## config.mk

```make
export PLATFORM = sky130hd
export DESIGN_NAME = selective_repeat_receiver_core
export DESIGN_NICKNAME = d
export VERILOG_FILES = /design/src/srr_pkg.sv /design/src/selective_repeat_receiver_core.sv /design/src/srr_ram.sv /design/src/srr_sub.sv
export SDC_FILE = /design/constraint.sdc
export NUM_CORES = 1
export LEC_CHECK = 0
export BUFFER_PORTS_ARGS = -buffer_cell sky130_fd_sc_hd__buf_2
export CAP_MARGIN = 20
export CORE_ASPECT_RATIO = 1.2
export CORE_MARGIN = 10
export CORE_UTILIZATION = 61
export DETAILED_ROUTE_END_ITERATION = 8
export GPL_TIMING_DRIVEN = 0
export PLACE_DENSITY = 0.8
export SYNTH_ARGS = -nofsm -noshare
export SYNTH_HDL_FRONTEND = slang
export SYNTH_HIERARCHICAL = 1
export SYNTH_SLANG_ARGS = --single-unit
```

## constraint.sdc

```tcl
create_clock -name clk -period 10.55 [get_ports clk]
set_input_delay 0.5275 -clock clk [delete_from_list [all_inputs] [get_ports clk]]
set_output_delay 0.5275 -clock clk [all_outputs]
set_load 0.05 [all_outputs]
```

## src/srr_pkg.sv

```systemverilog
`timescale 1ns / 1ps

package srr_pkg;

  // Reorder ring depth; slot index is seq modulo this value.
  localparam int WINDOW = 32;
  localparam int SLOT_W = $clog2(WINDOW);
  localparam logic [SLOT_W-1:0] HEAD_RST = SLOT_W'(1 % WINDOW);

  localparam int SEQ_W   = 32;
  localparam int TAG_W   = 16;
  localparam int ENTRY_W = TAG_W + 1;

  // Incoming packet kinds.
  localparam logic [1:0] PK_DATA      = 2'd0;
  localparam logic [1:0] PK_DATA_ACK  = 2'd1;
  localparam logic [1:0] PK_ACK_ACK   = 2'd2;
  localparam logic [1:0] PK_HEARTBEAT = 2'd3;

  // Result kinds.
  localparam logic [2:0] RK_ACK          = 3'd0;
  localparam logic [2:0] RK_DELIV_REL    = 3'd1;
  localparam logic [2:0] RK_DELIV_UNREL  = 3'd2;
  localparam logic [2:0] RK_RESTART      = 3'd3;
  localparam logic [2:0] RK_STALE_STREAM = 3'd4;
  localparam logic [2:0] RK_WINDOW_DROP  = 3'd5;
  localparam logic [2:0] RK_DUPLICATE    = 3'd6;
  localparam logic [2:0] RK_STALE_UNREL  = 3'd7;

  typedef enum logic [6:0] {
    ST_IDLE  = 7'b0000001,
    ST_DST   = 7'b0000010,
    ST_SRC   = 7'b0000100,
    ST_CLASS = 7'b0001000,
    ST_DUP   = 7'b0010000,
    ST_RD    = 7'b0100000,
    ST_DLV   = 7'b1000000
  } state_t;

  // Shared subtractor result: a - b.
  typedef struct packed {
    logic             borrow;
    logic             zero;
    logic [SEQ_W-1:0] diff;
  } sub_res_t;

endpackage

```

## src/selective_repeat_receiver_core.sv

```systemverilog
`timescale 1ns / 1ps

// Channel | Handshake            | Word
// --------+----------------------+----------------------------------------------
// in_     | in_valid / in_stall  | pkt_kind, reliable, channel, seq, src/dst, tag
// out_    | out_valid / out_stall| result_kind, seq_out, channel_out, tag, last
// cfg_    | cfg_valid / cfg_ready| local stream id (32 bit)
//
// Steps: the stream checks (destination, then source), then classification, plus
// a ring read, then present, per in-order delivery; the one shared
// 32-bit subtractor and the registered ring read set these steps.
// in_stall is high from accept until the sequencer is idle again, once the last
// word of the item, if any, has been loaded into the output register.
// Reset (rst_n low, synchronous) clears control state and all slot valid bits.
// A stalled output holds its word and holds the sequencer in any state that must emit.

module selective_repeat_receiver_core (
  input  logic                        clk,
  input  logic                        rst_n,
  // input header channel
  input  logic                        in_valid,
  output logic                        in_stall,
  input  logic [1:0]                  in_pkt_kind,
  input  logic                        in_reliable,
  input  logic                        in_channel,
  input  logic [srr_pkg::SEQ_W-1:0]   in_seq,
  input  logic [srr_pkg::SEQ_W-1:0]   in_src_stream,
  input  logic [srr_pkg::SEQ_W-1:0]   in_dst_stream,
  input  logic [srr_pkg::TAG_W-1:0]   in_payload_tag,
  // result channel
  output logic                        out_valid,
  input  logic                        out_stall,
  output logic [2:0]                  out_result_kind,
  output logic [srr_pkg::SEQ_W-1:0]   out_seq_out,
  output logic                        out_channel_out,
  output logic [srr_pkg::TAG_W-1:0]   out_payload_tag_out,
  output logic                        out_last,
  // configuration
  input  logic                        cfg_valid,
  output logic                        cfg_ready,
  input  logic [srr_pkg::SEQ_W-1:0]   cfg_data
);

  localparam int W  = srr_pkg::WINDOW;
  localparam int SW = srr_pkg::SLOT_W;
  localparam logic [srr_pkg::SEQ_W-1:0] SEQ_ONE = srr_pkg::SEQ_W'(1);

  srr_pkg::state_t state_r, state_nxt;

  // latched header
  logic [1:0]                 kind_r;
  logic                       rel_r;
  logic                       chan_r;
  logic [srr_pkg::SEQ_W-1:0]  seq_r;
  logic [srr_pkg::SEQ_W-1:0]  src_r;
  logic [srr_pkg::SEQ_W-1:0]  dst_r;
  logic [srr_pkg::TAG_W-1:0]  tag_r;

  // receive state
  logic [srr_pkg::SEQ_W-1:0]  local_id_r;
  logic                       known_r, known_nxt;
  logic [srr_pkg::SEQ_W-1:0]  remote_r, remote_nxt;
  logic [srr_pkg::SEQ_W-1:0]  ne_r, ne_nxt;
  logic [SW-1:0]              head_r, head_nxt;
  logic [srr_pkg::SEQ_W-1:0]  lu_r, lu_nxt;
  logic [W-1:0]               valid_r, valid_nxt;

  // output register
  logic                       out_valid_r;
  logic [2:0]                 out_kind_r;
  logic [srr_pkg::SEQ_W-1:0]  out_seq_r;
  logic                       out_chan_r;
  logic [srr_pkg::TAG_W-1:0]  out_tag_r;
  logic                       out_last_r;

  // emit request from the sequencer
  logic                       emit;
  logic [2:0]                 e_kind;
  logic [srr_pkg::SEQ_W-1:0]  e_seq;
  logic                       e_chan;
  logic [srr_pkg::TAG_W-1:0]  e_tag;
  logic                       e_last;
  logic                       can_emit;

  // shared subtractor
  logic [srr_pkg::SEQ_W-1:0]  op_a, op_b;
  srr_pkg::sub_res_t          sub;

  // ring
  logic                       ram_we, ram_re;
  logic [SW-1:0]              slot;
  logic [SW:0]                slot_sum;
  logic [srr_pkg::ENTRY_W-1:0] ram_rd;

  logic                       more;
  logic                       accept;
  logic [SW-1:0]              head_inc;

  assign accept    = in_valid && !in_stall;
  assign in_stall  = (state_r != srr_pkg::ST_IDLE);
  assign cfg_ready = 1'b1;
  assign can_emit  = !out_valid_r || !out_stall;

  // Anything beyond the stream checks: reliable data with nonzero seq, or unreliable data.
  assign more = (kind_r == srr_pkg::PK_DATA) && (!rel_r || (seq_r != '0));

  // Ring slot of seq: head plus offset from next_expected, one wrap at most.
  assign slot_sum = {1'b0, head_r} + {1'b0, sub.diff[SW-1:0]};
  assign slot     = (slot_sum >= (SW+1)'(W)) ? SW'(slot_sum - (SW+1)'(W)) : slot_sum[SW-1:0];

  // Next head follows next_expected + 1 modulo the window, including 32-bit wrap.
  assign head_inc = (ne_r == '1) ? '0 :
                    (head_r == SW'(W - 1)) ? '0 : head_r + 1'b1;

  srr_sub u_sub (
    .op_a (op_a),
    .op_b (op_b),
    .res  (sub)
  );

  srr_ram #(
    .WIDTH (srr_pkg::ENTRY_W),
    .DEPTH (W)
  ) u_ring (
    .clk     (clk),
    .wr_en   (ram_we),
    .wr_addr (slot),
    .wr_data ({chan_r, tag_r}),
    .rd_en   (ram_re),
    .rd_addr (head_r),
    .rd_data (ram_rd)
  );

  // Operand select for the shared subtractor.
  always_comb begin
    op_a = seq_r;
    op_b = ne_r;
    case (state_r)
      srr_pkg::ST_DST: begin
        op_a = dst_r;
        op_b = local_id_r;
      end
      srr_pkg::ST_SRC: begin
        op_a = src_r;
        op_b = remote_r;
      end
      srr_pkg::ST_CLASS: begin
        op_a = seq_r;
        op_b = rel_r ? ne_r : lu_r;
      end
      default: begin
        op_a = seq_r;
        op_b = ne_r;
      end
    endcase
  end

  // Sequencer.
  always_comb begin
    state_nxt  = state_r;
    known_nxt  = known_r;
    remote_nxt = remote_r;
    ne_nxt     = ne_r;
    head_nxt   = head_r;
    lu_nxt     = lu_r;
    valid_nxt  = valid_r;
    emit       = 1'b0;
    e_kind     = srr_pkg::RK_ACK;
    e_seq      = seq_r;
    e_chan     = 1'b0;
    e_tag      = '0;
    e_last     = 1'b0;
    ram_we     = 1'b0;
    ram_re     = 1'b0;
    case (state_r)
      srr_pkg::ST_IDLE: begin
        if (in_valid) begin
          state_nxt = srr_pkg::ST_DST;
        end
      end
      srr_pkg::ST_DST: begin
        if ((dst_r != '0) && !sub.zero) begin
          // addressed to another stream: drop as stale
          if (can_emit) begin
            emit      = 1'b1;
            e_kind    = srr_pkg::RK_STALE_STREAM;
            e_last    = 1'b1;
            state_nxt = srr_pkg::ST_IDLE;
          end
        end else begin
          state_nxt = srr_pkg::ST_SRC;
        end
      end
      srr_pkg::ST_SRC: begin
        if (!known_r) begin
          known_nxt  = 1'b1;
          remote_nxt = src_r;
          state_nxt  = more ? srr_pkg::ST_CLASS : srr_pkg::ST_IDLE;
        end else if (!sub.zero) begin
          // peer restarted: report, then clear receive state
          if (can_emit) begin
            emit       = 1'b1;
            e_kind     = srr_pkg::RK_RESTART;
            e_last     = !more;
            valid_nxt  = '0;
            ne_nxt     = SEQ_ONE;
            head_nxt   = srr_pkg::HEAD_RST;
            lu_nxt     = '0;
            remote_nxt = src_r;
            state_nxt  = more ? srr_pkg::ST_CLASS : srr_pkg::ST_IDLE;
          end
        end else begin
          state_nxt = more ? srr_pkg::ST_CLASS : srr_pkg::ST_IDLE;
        end
      end
      srr_pkg::ST_CLASS: begin
        if (can_emit) begin
          emit = 1'b1;
          if (rel_r) begin
            if (sub.borrow) begin
              // already delivered
              e_kind    = srr_pkg::RK_ACK;
              state_nxt = srr_pkg::ST_DUP;
            end else if (sub.diff >= srr_pkg::SEQ_W'(W)) begin
              e_kind    = srr_pkg::RK_WINDOW_DROP;
              e_last    = 1'b1;
              state_nxt = srr_pkg::ST_IDLE;
            end else if (valid_r[slot]) begin
              e_kind    = srr_pkg::RK_ACK;
              state_nxt = srr_pkg::ST_DUP;
            end else begin
              // store, then drain only if this filled the head slot
              ram_we          = 1'b1;
              valid_nxt[slot] = 1'b1;
              e_kind          = srr_pkg::RK_ACK;
              e_last          = !sub.zero;
              state_nxt       = sub.zero ? srr_pkg::ST_RD : srr_pkg::ST_IDLE;
            end
          end else begin
            if (sub.borrow || sub.zero) begin
              e_kind = srr_pkg::RK_STALE_UNREL;
            end else begin
              lu_nxt = seq_r;
              e_kind = srr_pkg::RK_DELIV_UNREL;
              e_chan = chan_r;
              e_tag  = tag_r;
            end
            e_last    = 1'b1;
            state_nxt = srr_pkg::ST_IDLE;
          end
        end
      end
      srr_pkg::ST_DUP: begin
        if (can_emit) begin
          emit      = 1'b1;
          e_kind    = srr_pkg::RK_DUPLICATE;
          e_last    = 1'b1;
          state_nxt = srr_pkg::ST_IDLE;
        end
      end
      srr_pkg::ST_RD: begin
        ram_re    = 1'b1;
        state_nxt = srr_pkg::ST_DLV;
      end
      srr_pkg::ST_DLV: begin
        if (can_emit) begin
          emit              = 1'b1;
          e_kind            = srr_pkg::RK_DELIV_REL;
          e_seq             = ne_r;
          e_chan            = ram_rd[srr_pkg::TAG_W];
          e_tag             = ram_rd[srr_pkg::TAG_W-1:0];
          e_last            = !valid_r[head_inc];
          valid_nxt[head_r] = 1'b0;
          ne_nxt            = ne_r + 1'b1;
          head_nxt          = head_inc;
          state_nxt         = valid_r[head_inc] ? srr_pkg::ST_RD : srr_pkg::ST_IDLE;
        end
      end
      default: begin
        state_nxt = srr_pkg::ST_IDLE;
      end
    endcase
  end

  // Control and receive state.
  always_ff @(posedge clk) begin
    if (!rst_n) begin
      state_r     <= srr_pkg::ST_IDLE;
      local_id_r  <= SEQ_ONE;
      known_r     <= 1'b0;
      remote_r    <= '0;
      ne_r        <= SEQ_ONE;
      head_r      <= srr_pkg::HEAD_RST;
      lu_r        <= '0;
      valid_r     <= '0;
      out_valid_r <= 1'b0;
    end else begin
      state_r  <= state_nxt;
      known_r  <= known_nxt;
      remote_r <= remote_nxt;
      ne_r     <= ne_nxt;
      head_r   <= head_nxt;
      lu_r     <= lu_nxt;
      valid_r  <= valid_nxt;
      if (cfg_valid && cfg_ready) begin
        local_id_r <= cfg_data;
      end
      if (emit) begin
        out_valid_r <= 1'b1;
      end else if (!out_stall) begin
        out_valid_r <= 1'b0;
      end
    end
  end

  // Payload registers: header capture and output word.
  always_ff @(posedge clk) begin
    if (accept) begin
      kind_r <= in_pkt_kind;
      rel_r  <= in_reliable;
      chan_r <= in_channel;
      seq_r  <= in_seq;
      src_r  <= in_src_stream;
      dst_r  <= in_dst_stream;
      tag_r  <= in_payload_tag;
    end
    if (emit) begin
      out_kind_r <= e_kind;
      out_seq_r  <= e_seq;
      out_chan_r <= e_chan;
      out_tag_r  <= e_tag;
      out_last_r <= e_last;
    end
  end

  assign out_valid           = out_valid_r;
  assign out_result_kind     = out_kind_r;
  assign out_seq_out         = out_seq_r;
  assign out_channel_out     = out_chan_r;
  assign out_payload_tag_out = out_tag_r;
  assign out_last            = out_last_r;

endmodule

```

## src/srr_ram.sv

```systemverilog
`timescale 1ns / 1ps

module srr_ram #(
  parameter int WIDTH = 8,
  parameter int DEPTH = 16
) (
  input  logic                     clk,
  input  logic                     wr_en,
  input  logic [$clog2(DEPTH)-1:0] wr_addr,
  input  logic [WIDTH-1:0]         wr_data,
  input  logic                     rd_en,
  input  logic [$clog2(DEPTH)-1:0] rd_addr,
  output logic [WIDTH-1:0]         rd_data
);

  logic [WIDTH-1:0] mem [DEPTH];

  always_ff @(posedge clk) begin
    if (wr_en) begin
      mem[wr_addr] <= wr_data;
    end
    if (rd_en) begin
      rd_data <= mem[rd_addr];
    end
  end

endmodule

```

## src/srr_sub.sv

```systemverilog
`timescale 1ns / 1ps

module srr_sub (
  input  logic [srr_pkg::SEQ_W-1:0] op_a,
  input  logic [srr_pkg::SEQ_W-1:0] op_b,
  output srr_pkg::sub_res_t         res
);

  logic [srr_pkg::SEQ_W:0] full;

  // Subtract with borrow out; borrow set means op_a < op_b.
  assign full       = {1'b0, op_a} - {1'b0, op_b};
  assign res.borrow = full[srr_pkg::SEQ_W];
  assign res.diff   = full[srr_pkg::SEQ_W-1:0];
  assign res.zero   = (full[srr_pkg::SEQ_W-1:0] == '0);

endmodule

```

==> results by group, run 1 <==
Setup path
  – Crit. End Element: flip-flop
  – Critical path arrival: ~10 ns
  – Type of the worst setup path: flip-flop to flip-flop
  – Max FO, Critical Path: 10
  – Worst r2r src: state_r[0]$_SDFFE_PN1P_
  – Crit path required time: between 10 and 15 ns
  – Worst reg2reg path endpoint: u_ring/mem[23][16]$_DFFE_PP_
  – R2R Setup Slk: between 0.7 and 0.8 ns
  – CP startpoint kind: flip-flop
  – Reg2Reg Depth: 26

Cells and area
  – Largest Register: u_ring/mem
  – Core Util, Final: between 70% and 80%
  – Layout cells sized above 1: between 10 and 15%
  – Fin cells: 4282
  – Fin nets: 3580
  – Footprint of the multi-input gates: ~0.013 mm²
  – # fillers: approximately 4200
  – Most common cell after layout, fill and taps aside: edfxtp_1
  – Layout area overhead: 15.2%
  – Most frequent cells in the layout: 730 x edfxtp_1, 412 x nand2_1, 310 x mux2i_1
  – Storage cell area: 0.0254 mm²
  – Max FFs per register: about 540

Detailed routing
  – Via count: about 28000
  – DR WL/cell: 28.6 µm
  – # DRC: 0
  – Antenna-violating nets left: 0
  – Avg Vias per Cell: roughly 6.6
  – DR pass1 iterations: 8
  – Drt first-iter violations: around 3100
  – Final wirelength: around 120 mm

Global route
  – Vias in the first global route: around 28000
  – Total GRT Usage: around a third
  – Initial antenna violation count: 0
  – Pin count of the biggest net entering global routing: 39
  – First-pass GRT wire length: between 150 and 200 mm
  – Global route total overflow: 0

Place
  – Port bufs: a little over 200
  – GPL Wtd Cong: 1.01
  – Placed Cells: slightly above 4000
  – Detail Placement HPWL: between 80 and 90 mm

Synthesis
  – Syn Area/Cell: between 10 and 15 µm²
  – Cell taking the most area after synthesis: edfxtp_1
  – Seq/Total Area, Yosys: between 60% and 70%
  – Ys async rst share: 0%
  – FF+latch count, synth: ~900
  – Main synth FF type: edfxtp_1
  – Post-Synthesis Cells: a little over 3000
  – Top cell type's share of synthesized area: around 56%
  – EDFF count, synth: 730
  – Top post-synthesis cells by area: edfxtp_1 56%, dfxtp_1 8.9%, mux2i_1 7.9%
  – Yosys warns: 6
  – Post-Syn Area: about 0.04 mm²
  – Count of different cell masters after synthesis: 85
  – Net count after synthesis: about 3200

Clocking
  – Root Driver: clkbuf_16
  – H-tree depth: 3
  – Clock-pin slew on the worst setup and hold paths: about 0.060 ns
  – Max Buffers Root-to-Sink: 3
  – Post-CTS sizing: 0
  – Num CTS Buffers: 88
  – Clock latency reported for the late side of the worst-skew pair: ~0.66 ns
  – Buffers inserted by post-CTS timing repair: 0
  – CTS tree: done
  – Clock Sink Count: between 900 and 1000
  – Hold buffers post-CTS: 0

Worst hold path
  – Min-delay src: in_src_stream[10]
  – HP Class: input port to flip-flop
  – Hold path cells: 1
  – Hold Path Sink: src_r[10]$_DFFE_PP_

Flow run
  – Max-cap violations: 0

Floorplan
  – Core area: 0.0636 mm²
  – Die height: roughly 300 µm
  – I/O Pins: ~210
  – Die area: 0.0751 mm²
  – Die width: 252 µm
  – Site Rows: roughly 100
  – Initial Util: 61.9%

Timing
  – Worst rel slew slack: a little under a quarter
  – Final hold vios: 0
  – Setup Viol. Count Final: 0
  – Max Clk Rate: about 100 MHz
  – Max-slew violations: 0
  – Actual slew at the worst max-slew pin: 1.13 ns
  – Setup_tns: 0 ns
  – Final Skew: around 0.033 ns
  – Unrepaired setup endpoints after global routing: no
  – Crit share post-route: ~93%
  – Final worst path period need: 9.79 ns

Power and ir drop
  – Total net switching power: between 2 and 2.5 mW
  – Gate power share: around 15%
  – Tot Pwr: 8.89 mW
  – Worst IR Drop VDD: 0.000176 V
  – Pwr per Cell Area: just under 200 mW/mm²
  – Clock power share: 37.4%
  – Int Pwr: roughly 6.4 mW
  – LEAKAGE: roughly 18 nW
  – Sequential Power Share: a little under half
  – Switching share of total power: between 20% and 30%

Status
  – Status: finished clean
==> synth_stat cells, types with 17 or more instances <==
master    number
a31oi_1       27
a21o_1        17
inv_1         68
edfxtp_1     730
dfxtp_1      174
clkbuf_1     113
a21boi_0      69
nor3_1        42
nor2b_1       43
a22oi_1      106
nand4_1       37
xnor2_1       27
ha_1          42
nand3_1       97
mux2i_1      310
xor2_1        24
o21ai_0       84
a222oi_1      32
nor4_1        46
a22o_1        47
or3_1         20
a21oi_1      100
buf_2         32
nand2_1      412
nor2_1       106
==> area by class of cell <==
type / count / area share [%]
diodes: 1 / 0.00552
plain buffers: 188 / 2.12
clock buffers: 108 / 5.23
clock inverters: 56 / 1.61
inverters: 70 / 0.579
multi-input cells: 1889 / 28.3
flip-flops and latches: 904 / 56.0
well taps: 824 / 2.27
repair buffers: 242 / 3.89
==> metrics by stage <==
stage | worst slack, ns | area [µm²] | hold WS (ns)
finish | 0.756 | 45300 | 0.0495
detailed placement | 0.980 | 42200 | 0.457
global placement | -1.05 | 41400 | 0.448
global route | 0.252 | 45300 | 0.0303
CTS | 0.952 | 45300 | 0.0232
floorplan | 2.46 | 39400 | 0.440
==> critical path, stage by stage, from the launching register on <==
cell and delay (ns):
dfxtp_1 0.38, nor3_4 0.38, nand2_1 0.13, nor3b_1 0.68, clkbuf_1 0.62, clkbuf_1 0.60, a222oi_1 0.28, nand2_1 0.13
inv_1 0.05, ha_1 0.26, clkbuf_1 0.33, a21o_1 0.35, a211o_1 0.21, nand3_1 0.07, and2_1 0.20, o41ai_1 0.58
o31ai_1 0.24, nand3_1 0.14, o211ai_1 0.16, nor4_1 0.56, nand4_1 0.21, nor2_1 0.40, and2_1 0.21, nor3b_1 0.38
nand3_1 0.68, nor2_1 0.99, buf_6 0.26
==> how the worst max path moves through the flow <==
stage / from / endpoint / slack, ns
global placement: state_r[0]$_SDFFE_PN1P_ / out_payload_tag_out[5]$_DFFE_PP_ / -1.05
CTS: state_r[0]$_SDFFE_PN1P_ / u_ring/mem[20][1]$_DFFE_PP_ / 0.95
global route: state_r[0]$_SDFFE_PN1P_ / u_ring/mem[23][16]$_DFFE_PP_ / 0.25
detailed placement: state_r[0]$_SDFFE_PN1P_ / u_ring/mem[20][3]$_DFFE_PP_ / 0.98
finish: state_r[0]$_SDFFE_PN1P_ / u_ring/mem[23][16]$_DFFE_PP_ / 0.76
floorplan: state_r[0]$_SDFFE_PN1P_ / out_channel_out$_SDFFCE_PN0P_ / 2.46
==> layer usage <==
layer	track usage [%]	vias to the layer above	part of all wire, %
met3	6.12	409	8.9
li1	-	12210	-
met2	53.3	1798	49
met4	21.9	0	7.4
met5	0	-	0
met1	36.7	13827	35
==> power groups by stage <==
stage	clock, mW	combinational (mW)	sequential [mW]
after floorplan	0	0.716	4.32
after global placement	0	1.09	4.41
after detailed placement	0	1.29	4.29
after CTS	3.36	1.30	4.22
after global routing	3.50	1.42	4.23
final	3.32	1.34	4.22
==> cells by family after synthesis <==
family	share of synthesized area, %
flops	64.6
simple gates	10.6
compound gates	10.5
mux	8.60
buf+inv	3.12
xor+xnor	1.18
fa+ha+maj	1.44
other cells	0.00953
(Power assumes the default switching activity.)
==> run 2, diff against run 1 <==
ABC_AREA = 1   (was not set)
CORE_UTILIZATION = 62   (was 61)
PLACE_DENSITY = 0.81   (was 0.8)
==> run 2 against run 1 <==
Compared with the run above: clock skew is 0.0013 ns higher; critical path depth is 5 higher; non-clock buffer count is 29 higher; routed wire length is 13% higher; final cell count is 33% higher; worst setup slack better by 1.1 ns; count of clock-buffer cells in the layout is 8 higher; die area is 3.6% higher; total power is 7.8% lower; combinational power is 31% lower; critical path type unchanged.
==> results by group, run 2 <==
Status
  – Status: finished clean

Power and ir drop
  – Worst IR Drop VDD: 0.000239 V (+36%)
  – Pwr per Cell Area: 172 mW/mm² (-12%)
  – LEAKAGE: 18.5 nW (+5.7%)

Worst hold path
  – Hold path cells: 1 (unchanged)
  – HP Class: input port to flip-flop

Synthesis
  – Yosys warns: 6 (unchanged)
  – Top cell type's share of synthesized area: 52.8% (-3.0 points)
  – Ys async rst share: 0% (unchanged)
  – EDFF count, synth: 730 (unchanged)
  – Net count after synthesis: 4578 (+41%)
  – Cell taking the most area after synthesis: edfxtp_1
  – Post-synth top cells: 1413 x nand2_1, 730 x edfxtp_1, 568 x nand3_1
  – Main synth FF type: edfxtp_1
  – Count of different cell masters after synthesis: 61 (-28%)
  – Seq/Total Area, Yosys: 61.1% (-3.4 points)
  – Post-Synthesis Cells: 4381 (+44%)
  – Syn Area/Cell: 9.49 µm² (-26%)
  – Most frequent cell after synthesis: nand2_1
  – FF+latch count, synth: 904 (unchanged)
  – Top post-synthesis cells by area: edfxtp_1 53%, nand2_1 13%, dfxtp_1 8.4%
  – Post-Syn Area: 0.0416 mm² (+5.6%)

Timing
  – Actual slew at the worst max-slew pin: 1.07 ns (-0.0629 ns)
  – Worst rel slew slack: 28.5% (+4.8 points)
  – Crit share post-route: 82.4% (-10 points)
  – Unrepaired setup endpoints after global routing: no
  – Max-slew violations: 0 (unchanged)
  – Final hold vios: 0 (unchanged)
  – Setup_tns: 0 ns (unchanged)
  – Max Clk Rate: 115 MHz (+13%)
  – Setup Viol. Count Final: 0 (unchanged)
  – Final Skew: 0.0340 ns (+0.00132 ns)
  – Final worst path period need: 8.69 ns (-1.10 ns)

Detailed routing
  – # DRC: 0 (unchanged)
  – Antenna-violating nets left: 0 (unchanged)
  – Final wirelength: 139 mm (+13%)
  – DR WL/cell: 24.4 µm (-15%)
  – Drt first-iter violations: 5321 (+73%)
  – Via count: 34949 (+24%)
  – Avg Vias per Cell: 6.14 (-6.9%)
  – DR pass1 iterations: 6 (-2)

Clocking
  – Clock Sink Count: 904 (unchanged)
  – Root Driver: clkbuf_16
  – Clock-pin slew on the worst setup and hold paths: 0.06 ns (about the same)
  – CTS tree: done
  – Clock latency reported for the late side of the worst-skew pair: 0.68 ns (+0.02 ns)
  – Max Buffers Root-to-Sink: 3 (unchanged)
  – Buffers inserted by post-CTS timing repair: 0 (unchanged)
  – Hold buffers post-CTS: 0 (unchanged)
  – H-tree depth: 3 (unchanged)
  – Post-CTS sizing: 0 (unchanged)
  – Num CTS Buffers: 89 (+1.1%)

Floorplan
  – Core area: 0.0661 mm² (+4.0%)
  – Site Rows: 103 (+2.0%)
  – Die width: 256 µm (+1.8%)
  – I/O Pins: 209 (unchanged)
  – Initial Util: 62.9% (+0.95 points)
  – Die area: 0.0778 mm² (+3.6%)
  – Die height: 304 µm (+1.8%)

Setup path
  – CP Buf/Inv Count: 8 (+3)
  – Critical path arrival: 9.05 ns (-1.10 ns)
  – Crit path required time: 10.91 ns (about the same)
  – Type of the worst setup path: flip-flop to flip-flop
  – Most used cell, CP: nand2_1
  – Crit path depth: 31 (+19%)
  – Reg2Reg Depth: 31 (+19%)
  – Largest delay share family, worst path: simple AND/OR/NAND/NOR gates
  – Crit. End Element: flip-flop
  – Slowest CP cell: nor2_1
  – Max FO, Critical Path: 10 (unchanged)
  – Largest stage delay on the critical path: 0.90 ns (-0.09 ns)
  – CP startpoint kind: flip-flop

Cells and area
  – Fin nets: 4922 (+37%)
  – Fin cells: 5692 (+33%)
  – Max FFs per register: 544 (unchanged)
  – Most common cell after layout, fill and taps aside: nand2_1
  – Layout cells sized above 1: 12.5% (-2.4 points)
  – Layout area overhead: 14.5%
  – Most frequent cells in the layout: 1413 x nand2_1, 730 x edfxtp_1, 567 x nand3_1
  – Largest Register: u_ring/mem
  – # fillers: 4717 (+12%)

Global route
  – First-pass GRT wire length: 203 mm (+13%)
  – Global route total overflow: 0 (unchanged)
  – Vias in the first global route: 32939 (+18%)
  – Pin count of the biggest net entering global routing: 38 (-2.6%)
  – Total GRT Usage: 34.5% (+2.6 points)
  – Initial antenna violation count: 2 (+2)

Place
  – Port bufs: 207 (+0.49%)
  – Detail Placement HPWL: 103 mm (+17%)
  – GPL Wtd Cong: 1.06 (+5.4%)
  – Placed Cells: 5525 (+34%)

Flow run
  – Max-cap violations: 0 (unchanged)
==> run 2: cell types whose count changed after synthesis, moves of 32 or more <==
| cell | before | now |
|---|---|---|
| nor2_1 | 106 | 230 |
| mux2i_1 | 310 | 0 |
| a222oi_1 | 32 | 0 |
| inv_1 | 68 | 339 |
| o21ai_0 | 84 | 158 |
| nand2_1 | 412 | 1413 |
| nand3_1 | 97 | 568 |
| a21oi_1 | 100 | 158 |
| a21boi_0 | 69 | 0 |
| buf_2 | 32 | 74 |
| a22oi_1 | 106 | 12 |
| a22o_1 | 47 | 15 |
| nor2b_1 | 43 | 0 |
==> run 2: path summary, 6_finish.rpt <==
kind                                 from                          end  slack, ns
hold / removal                 in_seq[22]          seq_r[22]$_DFFE_PP_       0.03
setup reg to reg  state_r[2]$_SDFFE_PN0P_  u_ring/mem[31][0]$_DFFE_PP_       1.86
hold reg to reg     lu_r[13]$_SDFFE_PN0P_        lu_r[13]$_SDFFE_PN0P_       0.46
setup / recovery  state_r[2]$_SDFFE_PN0P_  u_ring/mem[31][0]$_DFFE_PP_       1.86
==> run 2: cell type report <==
class	count	area (µm²)	area share, %
Antenna cell	2	5.00	0.0105
Buffer	206	986	2.07
Clock buffer	116	2380	5.00
Clock inverter	48	519	1.09
Inverter	360	1360	2.85
Multi-Input combinational cell	2911	13900	29.2
Sequential cell	904	25400	53.4
Tap cell	892	1120	2.35
Timing Repair Buffer	253	1920	4.04
==> run 2: cells by family (layout without fill, tap and decap cells) <==
family	Yosys count	after routing	share of synthesized area, %
adders and majority gates	44	44	1.36
AOI/OAI and AO/OA	495	495	7.33
DFF	904	904	61.1
xor gates and xnor gates	13	13	0.355
buffers and inverters	566	983	5.64
other	1	3	0.00902
and+or+nand+nor	2358	2358	24.2
==> run 2: worst register-to-register path, delay by kind of cell (launching register included) <==
| family | cells | cell delay, ns |
|---|---|---|
| and+or+nand+nor | 19 | 3.77 |
| buffers and inverters | 8 | 1.72 |
| adders and majority gates | 2 | 1.31 |
| AOI/OAI and AO/OA | 2 | 1.14 |
| DFF | 1 | 0.43 |
==> run 2: per-stage QoR <==
step / setup slack (ns) / cell area (µm²) / power [mW] / hold WS (ns) / utilization [%]
6_report: 1.86 / 47600 / 8.19 / 0.0350 / 72.0
5_1_grt: 1.73 / 47600 / 8.39 / 0.0337 / 72.0
4_1_cts: 1.62 / 47600 / 8.16 / 0.0142 / 72.0
3_5_place_dp: 1.71 / 44700 / 5.04 / 0.453 / 67.6
3_3_place_gp: 1.46 / 43700 / 4.98 / 0.447 / 66.1
2_1_floorplan: 3.85 / 41600 / 4.63 / 0.430 / -
==> run 2: metal layers <==
metal  GRT usage, %  up-vias  routed length (µm)  part of all wire (%)
met5              0        -                   0                     0
met4           21.8        0                9430                   6.8
met3           8.04      480               18500                    13
met2           53.8     2692               62800                    45
met1           43.1    16139               48200                    35
li1               -    15638                   -                     -
==> run 2: power breakdown <==
part / switching (mW) / internal (mW) / total (mW)
registers: 0.108 / 3.97 / 4.07
clock network: 1.39 / 1.80 / 3.19
logic: 0.671 / 0.260 / 0.931
